## config.mk

```make
export PLATFORM = sky130hd
export DESIGN_NAME = fet_ram
export DESIGN_NICKNAME = d
export VERILOG_FILES = /design/src/design/fet_ram.sv
export SDC_FILE = /design/constraint.sdc
export NUM_CORES = 1
export LEC_CHECK = 0
export ABC_AREA = 1
export BUFFER_PORTS_ARGS = -buffer_cell sky130_fd_sc_hd__buf_2
export CORE_ASPECT_RATIO = 0.75
export CORE_MARGIN = 5
export CORE_UTILIZATION = 35
export DETAILED_ROUTE_END_ITERATION = 7
export RECOVER_POWER = 50
export SETUP_SLACK_MARGIN = 0.2
export SYNTH_ARGS = -nofsm -noshare
export SYNTH_HDL_FRONTEND = slang
export SYNTH_SLANG_ARGS = --single-unit
```

## constraint.sdc

```tcl
create_clock -name clk -period 1.3 [get_ports clk]
set_input_delay 0.26 -clock clk [delete_from_list [all_inputs] [get_ports clk]]
set_output_delay 0.26 -clock clk [all_outputs]
set_load 0.005 [all_outputs]
```

## src/design/fet_ram.sv

```systemverilog
// single write port, single registered read port memory
module fet_ram #(
  parameter int W = 8,
  parameter int D = 4
) (
  input  logic                 clk,
  input  logic                 we,
  input  logic [$clog2(D)-1:0] waddr,
  input  logic [W-1:0]         wdata,
  input  logic [$clog2(D)-1:0] raddr,
  output logic [W-1:0]         rdata
);

  logic [W-1:0] mem [D];

  always_ff @(posedge clk) begin
    if (we) begin
      mem[waddr] <= wdata;
    end
    rdata <= mem[raddr];
  end

endmodule

```

Word-level counts from Yosys, hierarchy flattened
Memories as Yosys holds them, arrays and structs flattened. A register that Yosys moved wholly into a read port is not among the register bits.
Index checks and enable logic that the tools add are counted.
Cells by class
  mux-type cells: 2
Operators with widths (number)
  $mux W1: 2
Storage, ports and cells
  register bits: 0
  memory bits (writable): 32
  bits of input ports: 14
  output and inout port bits: 8
  logic and storage cells: 3
  memories: 1
Memory list
  mem: words 4, bits a word 8, rd ports 1, clocked after memory_dff 1, write ports 1, line 14  | logic [W-1:0] mem [D];

Depth between registers and ports, before layout
Gate-level depths: netlist of run 1.
  depth after elaboration: 2
  gate-level depth with buffers: 6

Worst setup path before layout of run 1
Ideal clock, no wire load.
  path type: input-to-reg
  start point: input port waddr[0]
  end point: memory mem[3][0], enable pin
  arrival: 0.940 ns
  required time: 0.917 ns
  setup slack: -0.023 ns
  stages on the path: 2
  cells stage by stage: inv_1 > nor3_1
RTL lines
  start, declared: line 8  | input logic [$clog2(D)-1:0] waddr,
  end, declared: line 14
Straight into the memory's write port.

Worst setup path in the final report of run 1
  start point: register rdata[1], read port of mem
  end point: output port rdata[1]
RTL lines
  start, declared: line 11  | output logic [W-1:0] rdata
No word-level cell between the ends.

==> impl_metrics.toml, run 1 <==
[worst_setup_path]
critPathMaxStageDelay_ns = 0.30
regToRegSetupSlack_ns = 0.51
critPathLaunchType = "flip-flop"
crit_chain = "buf_2"
cp-end-kind = "primary output"
cp_max_fo = 1
cp_top_family = "flip-flops"
worstReg2RegEnd = "rdata[6]$_DFF_P_"
arrival_ns = 0.71
path_buf_inv = 1
worstRegToRegCells = 4
crit_path_top_delay_cell = "dfxtp_1"
worstSetupPathType = "reg -> out"
rr_startpoint = "mem[3][6]$_DFFE_PP_"
cp.required_ns = 1.04

[synth]
yosys_warnings = 0
synth_cell_type_count = 10
synth-seq-cells = 40
syn_inst = 141
syn_avg_cell_area_um2 = 11.0
synth.net_count = 155
synth_seq_area_share = 0.724
synth_area_um2 = 1550

[hold_path]
worstHoldStart = "wdata[7]"
holdPathEnd = "mem[3][7]$_DFFE_PP_"
min_path_type = "in -> reg"
whs_path_depth = 1

[power_and_ir_drop]
peakVddDrop_uv = 650
cellPowerDensity_nw_per_um2 = 1440
leakagePower_nw = 0.834

[layout]
fillerInstances = 447
final_cells = 228
fin_util = 0.418
areaGrowthSynthToFinish_pct = 17.9
final_layout_size_suffix_gt1_frac = 0.146
stdcell_area_um2 = 1820
num_antenna_cells = 0
finalNetCount = 184

[floorplanning]
io_pins = 22
initial_core_util = 0.355
rows = 21
dieArea_um2 = 5870
core_um2 = 4360
fp.dieW_um = 86.8
die_height_um = 67.6

[placed_design]
port_buffers = 21
dpl_cell_area_um2 = 1740
hpwl_um = 2200
placed_cells = 220
gp_congestion = 0.814

[sta]
setup_viol = 0
min_period_ns = 0.967
finalClockSkew_ns = 0.00781
finalCritPeriodShare = 0.744
hold_viol = 0
max_freq_mhz = 1030
slew-limit-headroom = 0.742
max_slew.worst_pin.slew_ns = 0.386
rsz0062_at_grt = "no"
slew_viol_final = 0

[route]
num_vias = 985
totalWireLength_um = 2990
ant_nets = 0
drt_iter0_markers = 49
vias_per_cell = 4.32
dr.pass1.iters = 4
avgRoutedWirePerCell_um = 13.1
route.detailed.drc = 0

[clock_network]
cts.repair.resized = 0
cts.sinks = 40
cts_root_buffer = "clkbuf_8"
cts_tree = "done"
cts_max_path_buffers = 2
cts_buffers = 5
post-cts-setup-buffers = 0
path_clk_slew_ns = 0.08
h-tree-depth = 2
ctsHoldBuffers = 0
insertion_delay_ns = 0.28

[grt]
grt_pass1_wl_um = 4950
track_usage = 0.115
grt.overflow.total = 0
first_global_vias = 1035
antenna_found_initial = 0
grt_max_degree = 18

[outcome]
status = "completed"

[job]
cap_violations = 0
==> worst max path at each step <==
stage	startpoint	end	slack, ns	cells after the start
after floorplan	waddr[1]	mem[2][0]$_DFFE_PP_	-0.02	2
final	rdata[1]$_DFF_P_	rdata[1]	0.33	1
after global routing	rdata[1]$_DFF_P_	rdata[1]	0.29	1
after global placement	waddr[0]	mem[0][6]$_DFFE_PP_	0.13	3
after CTS	rdata[7]$_DFF_P_	rdata[7]	0.33	1
after detailed placement	waddr[0]	mem[0][6]$_DFFE_PP_	0.15	3
==> sequential cells by signal, indices dropped and copies added (netlist names) <==
signal and count:
mem 32, rdata 8
==> cell usage after synthesis <==
library cell | count | share of area
nand3_1 | 16 | 0.052
buf_4 | 1 | 0.0049
buf_2 | 1 | 0.0032
inv_1 | 36 | 0.087
nor3_1 | 4 | 0.013
buf_6 | 2 | 0.015
inv_4 | 1 | 0.0040
nand2_1 | 40 | 0.097
edfxtp_1 | 32 | 0.62
dfxtp_1 | 8 | 0.10
==> power breakdown <==
| part | internal, mW | leakage (nW) | total (mW) | switching (mW) |
|---|---|---|---|---|
| Clock | 0.569 | 0.0552 | 0.972 | 0.402 |
| Sequential | 1.46 | 0.361 | 1.47 | 0.0171 |
| Combinational | 0.0647 | 0.418 | 0.183 | 0.118 |
==> cell type report <==
cell class	instances	area [um2]	share of cell area
clock buffers	6	72.6	0.0398
multi-input cells	60	255	0.140
clock inverters	2	35.0	0.0192
repair buffers	26	128	0.0700
flip-flops and latches	40	1120	0.615
well taps	57	71.3	0.0391
inverters	37	141	0.0775
==> metrics by stage <==
stage	setup WS (ns)	power [mW]	hold WS, ns	TNS [ns]
6_report	0.333	2.63	0.288	0
4_1_cts	0.325	2.66	0.211	0
3_5_place_dp	0.151	1.70	0.509	0
3_3_place_gp	0.131	1.69	0.500	0
5_1_grt	0.285	2.77	0.275	0
2_1_floorplan	-0.0178	1.61	0.359	-0.229
==> worst reg2reg max path, stage by stage (launching register included) <==
cell and delay, ns:
edfxtp_1 0.38, inv_1 0.06, nand2_1 0.04, nand3_1 0.13, nand2_1 0.06
==> cell families (layout without fill, tap and decap cells) <==
family	after synthesis	after routing	share of synthesized area
DFF	40	40	0.724
buffers and inverters	41	71	0.114
and+or+nand+nor	60	60	0.162
==> metal layers <==
metal,vias to the layer above,track usage,part of all wire
met4,0,0.0292,0.0013
met2,17,0.184,0.45
li1,492,-,-
met5,-,0,0
met1,474,0.150,0.50
met3,2,0.0402,0.052
==> layout by cell type (no fill, tap or decap) <==
cell type	Yosys	layout
bufinv_16	0	1
buf_4	1	4
nand2_1	40	40
inv_1	36	36
clkbuf_1	0	11
nand3_1	16	16
clkbuf_8	0	5
clkbuf_2	0	1
dfxtp_1	8	8
nor3_2	0	1
edfxtp_1	32	32
buf_2	1	11
nor3_1	4	3
clkinv_2	0	1
inv_4	1	1
No activity file was read; power rests on OpenSTA's default activity.
==> run 2, diff against run 1 <==
==> constraint.sdc (replaced) <==
create_clock -name clk -period 0.92 [get_ports clk]
set_input_delay 0.184 -clock clk [delete_from_list [all_inputs] [get_ports clk]]
set_output_delay 0.184 -clock clk [all_outputs]
set_load 0.005 [all_outputs]
==> run 2 against run 1 <==
Compared with the run above: non-clock buffer count grew 6; first-iteration DRC count down 4.1%; combinational power grew 83%; largest power group unchanged.
==> impl_metrics.toml, run 2 (synthesis gave the netlist of run 1 again) <==
[outcome]
status = "completed"

[sta]
min_period_ns = 0.894
slew-limit-headroom = 0.795
rsz0062_at_grt = "yes"
max_slew.worst_pin.slew_ns = 0.307
setup_tns_ns = 0
hold_viol = 0
max_freq_mhz = 1120
setup_viol = 0
finalClockSkew_ns = 0.00393
finalCritPeriodShare = 0.972
slew_viol_final = 0

[layout]
mostFrequentLayoutCell = "nand2_1"
finalNetCount = 190
final_layout_size_suffix_gt1_frac = 0.266
layout_common_cells = "38 x nand2_1, 32 x inv_1, 32 x edfxtp_1"
areaGrowthSynthToFinish_pct = 28.5
largest_reg_flops = 32
final_cells = 234
num_antenna_cells = 0
top_regs = "mem (32), rdata (8)"
top_register = "mem"

[route]
dr.pass1.iters = 4
vias_per_cell = 4.23
drt_iter0_markers = 47
route.detailed.drc = 0
ant_nets = 0
avgRoutedWirePerCell_um = 12.6
num_vias = 989
totalWireLength_um = 2940

[worst_setup_path]
path_buf_inv = 1
cp.required_ns = 0.74
worstSetupPathType = "reg -> out"
cp_top_family = "flip-flops"
critPathLaunchType = "flip-flop"
crit_path_top_delay_cell = "dfxtp_2"
arrival_ns = 0.71
cp_max_fo = 1
crit_chain = "buf_6"
critPathMaxStageDelay_ns = 0.32
cp-end-kind = "primary output"

[clock_network]
path_clk_slew_ns = 0.07
insertion_delay_ns = 0.28
ctsHoldBuffers = 0
cts_max_path_buffers = 2
post-cts-setup-buffers = 0
cts_buffers = 5
cts_root_buffer = "clkbuf_8"
h-tree-depth = 2
cts_tree = "done"
cts.sinks = 40

[power_and_ir_drop]
clkPwrFrac = 0.311
cellPowerDensity_nw_per_um2 = 1770
internal_power_mw = 2.74
power_frac_comb = 0.095
sw_frac_of_total = 0.220
power_mw = 3.52
p_switching_uw = 776
pwr-share-seq = 0.594
leakagePower_nw = 0.889
peakVddDrop_uv = 972

[placed_design]
placed_cells = 226
hpwl_um = 2240
gp_congestion = 0.770
port_buffers = 21

[grt]
track_usage = 0.118
grt.overflow.total = 0
first_global_vias = 1058
grt_pass1_wl_um = 5010
antenna_found_initial = 0
grt_max_degree = 17

[floorplanning]
core_um2 = 4360
rows = 21
io_pins = 22
die_height_um = 67.6
initial_core_util = 0.355
dieArea_um2 = 5870
fp.dieW_um = 86.8

[job]
cap_violations = 0

[hold_path]
min_path_type = "in -> reg"
-- run 2: changes by cell type in the layout (fill, tap and decap cells not counted), sizes merged --
cell | before | now
inv | 37 | 36
buf | 15 | 24
clkinvlp | 0 | 1
bufinv | 1 | 0
clkbuf | 17 | 15
-- run 2: area by class of cell --
type                    instances  area, um2
repair buffers                 32        253
inverters                      37        150
clock buffers                   7       76.3
flip-flops and latches         40       1120
well taps                      57       71.3
fillers                       429       2370
clock inverters                 1       5.00
multi-input cells              60        309
-- run 2: worst paths after layout --
path	from	endpoint	depth (start not counted)	slack [ns]
min	wdata[5]	mem[2][5]$_DFFE_PP_	1	0.18
max	rdata[2]$_DFF_P_	rdata[2]	1	0.03
max reg2reg	mem[2][1]$_DFFE_PP_	rdata[1]$_DFF_P_	4	0.16
min reg2reg	mem[3][6]$_DFFE_PP_	rdata[6]$_DFF_P_	4	0.55
-- run 2: per-stage QoR --
stage | util | cell area, um2 | hold WS (ns) | setup WS (ns)
6_report | 0.456 | 1990 | 0.183 | 0.0257
4_1_cts | 0.444 | 1940 | 0.118 | 0.0157
2_1_floorplan | - | 1600 | 0.283 | -0.0147
3_5_place_dp | 0.423 | 1840 | 0.419 | -0.221
5_1_grt | 0.456 | 1990 | 0.195 | -0.0138
3_3_place_gp | 0.423 | 1840 | 0.421 | -0.183
-- run 2: layer usage --
layer | vias up | GRT usage | wire length [um]
met1 | 461 | 0.148 | 1310
li1 | 503 | - | -
met2 | 21 | 0.177 | 1380
met3 | 4 | 0.0476 | 211
met5 | - | 0 | 0
met4 | 0 | 0.0564 | 35
-- run 2: what timing repair did --
item / 4_1_cts / 5_1_grt
pin swaps: 5 / 4
setup endpoints to repair: 42 / 48
gates resized for setup: 6 / 19
cloned: 0 / 0
-- run 2: power by group through the flow --
stage | logic [mW] | clock network [mW] | registers (mW)
global route | 0.380 | 1.22 | 2.10
global placement | 0.305 | 0 | 2.12
finish | 0.335 | 1.10 | 2.09
CTS | 0.320 | 1.13 | 2.09
floorplan | 0.157 | 0 | 2.13
detailed placement | 0.312 | 0 | 2.13
==> run 3, diff against run 2 <==
--- a/config.mk
+++ b/config.mk
@@ -9,7 +9,7 @@
 export BUFFER_PORTS_ARGS = -buffer_cell sky130_fd_sc_hd__buf_2
 export CORE_ASPECT_RATIO = 0.75
 export CORE_MARGIN = 5
-export CORE_UTILIZATION = 35
+export CORE_UTILIZATION = 33
 export DETAILED_ROUTE_END_ITERATION = 7
 export RECOVER_POWER = 50
 export SETUP_SLACK_MARGIN = 0.2
==> run 3 against run 2 <==
Compared with the run above: sequential power is essentially flat; critical path depth is the same; clock-buffer cell count shrank 1; routed wire length shrank 5.5%; final cell count shrank 0.43%; combinational power shrank 4%; critical endpoint is now rdata[6]; register-to-register slack gained 0.03 ns.
==> impl_metrics.toml, run 3 (synthesis gave the netlist of run 1 again) <==
[power_and_ir_drop]
sw_frac_of_total = 0.205
power_frac_comb = 0.083
leakagePower_nw = 0.897
pwr-share-seq = 0.537
cellPowerDensity_nw_per_um2 = 1940
clkPwrFrac = 0.380
peakVddDrop_uv = 912
power_mw = 3.87
internal_power_mw = 3.08
p_switching_uw = 795

[layout]
top_register = "mem"
fin_util = 0.446
num_antenna_cells = 0
final_layout_size_suffix_gt1_frac = 0.267
top_regs = "mem (32), rdata (8)"
fillerInstances = 416
layout_common_cells = "37 x nand2_1, 33 x inv_1, 32 x edfxtp_1"
multiInputGateArea_um2 = 327
largest_reg_flops = 32
mostFrequentLayoutCell = "nand2_1"
areaGrowthSynthToFinish_pct = 29.3
finalNetCount = 189
seqCellArea_um2 = 1120

[route]
ant_nets = 0
dr.pass1.iters = 4
totalWireLength_um = 2780
vias_per_cell = 4.26
num_vias = 992
avgRoutedWirePerCell_um = 11.9
drt_iter0_markers = 42
route.detailed.drc = 0

[grt]
grt_pass1_wl_um = 4880
grt.overflow.total = 0
track_usage = 0.105
antenna_found_initial = 0
first_global_vias = 1004
grt_max_degree = 17

[sta]
hold_viol = 0
max_freq_mhz = 1130
rsz0062_at_grt = "yes"
slew-limit-headroom = 0.788
setup_slack_ns = 0.0357
slew_viol_final = 0
finalClockSkew_ns = 0.00204
max_slew.worst_pin.slew_ns = 0.318
min_period_ns = 0.884
setup_viol = 0
finalCritPeriodShare = 0.961

[worst_setup_path]
cp_top_family = "flip-flops"
critPathMaxStageDelay_ns = 0.30
worstSetupPathType = "reg -> out"
critPathLaunchType = "flip-flop"
cp.required_ns = 0.74
path_buf_inv = 1
arrival_ns = 0.70
crit_chain = "buf_2"
cp-end-kind = "primary output"
cp_max_fo = 1
crit_path_top_delay_cell = "dfxtp_1"

[floorplanning]
fp.dieW_um = 89.1
core_um2 = 4490
initial_core_util = 0.344
die_height_um = 69.3
dieArea_um2 = 6170
io_pins = 22
rows = 21

[outcome]
status = "completed"

[clock_network]
cts_root_buffer = "clkbuf_8"
cts_buffers = 5
insertion_delay_ns = 0.28
post-cts-setup-buffers = 0
h-tree-depth = 2
cts_tree = "done"
cts.sinks = 40
path_clk_slew_ns = 0.08
cts_max_path_buffers = 2

[placed_design]
gp_congestion = 0.754
place_ws_ns = -0.187
port_buffers = 21
hpwl_um = 2010

[hold_path]
min_path_type = "in -> reg"

[job]
cap_violations = 0
run 3: cell types whose count changed in the layout (fill, tap and decap cells not counted), sizes merged:
cell    delta
bufinv     +1
buf        -2
run 3: power by group through the flow:
stage               Sequential (mW)  Clock (mW)  Combinational, mW
floorplan                      2.13           0              0.157
global route                   2.09        1.60              0.366
global placement               2.12           0              0.308
finish                         2.08        1.47              0.322
detailed placement             2.12           0              0.310
CTS                            2.08        1.50              0.321
run 3: per-stage QoR:
stage / hold slack (ns) / instance area (um2) / std cells / TNS (ns)
detailed placement: 0.426 / 1840 / 225 / -5.24
finish: 0.191 / 2000 / 233 / 0
global route: 0.195 / 2000 / 233 / -0.0142
floorplan: 0.283 / 1600 / 141 / -0.470
CTS: 0.124 / 1980 / 233 / 0
global placement: 0.429 / 1840 / 225 / -4.89
run 3: final timing paths:
path                       startpoint             endpoint  slack (ns)  depth (start not counted)
setup / recovery     rdata[6]$_DFF_P_             rdata[6]        0.04                          1
hold / removal               wdata[5]  mem[3][5]$_DFFE_PP_        0.19                          1
hold reg to reg   mem[3][5]$_DFFE_PP_     rdata[5]$_DFF_P_        0.54                          4
setup reg to reg  mem[2][1]$_DFFE_PP_     rdata[1]$_DFF_P_        0.19                          4
run 3: worst reg2reg max path, delay by kind of cell (launching register included):
family                 cells  cell delay [ns]
buffers and inverters      1             0.06
DFF                        1             0.36
and+or+nand+nor            3             0.20
run 3: cell type report:
cell class	instances	share of cell area
clock inverter	2	0.0194
multi-input combinational	60	0.163
sequential	40	0.560
timing repair buffer	31	0.107
clock buffer	6	0.0413
tap	57	0.0356
inverter	37	0.0738
run 3: layer usage:
layer,wire length [um],part of all wire,global-route usage,vias up
met1,1390,0.50,0.147,460
met2,1180,0.43,0.148,23
met4,36,0.013,0.0397,0
li1,-,-,-,504
met3,166,0.060,0.0368,5
met5,0,0,0,-
run 3: timing repair:
action,4_1_cts,5_1_grt
gates resized for setup,8,13
setup endpoints to repair,40,48
pin swaps,1,9
hold buffers,0,0
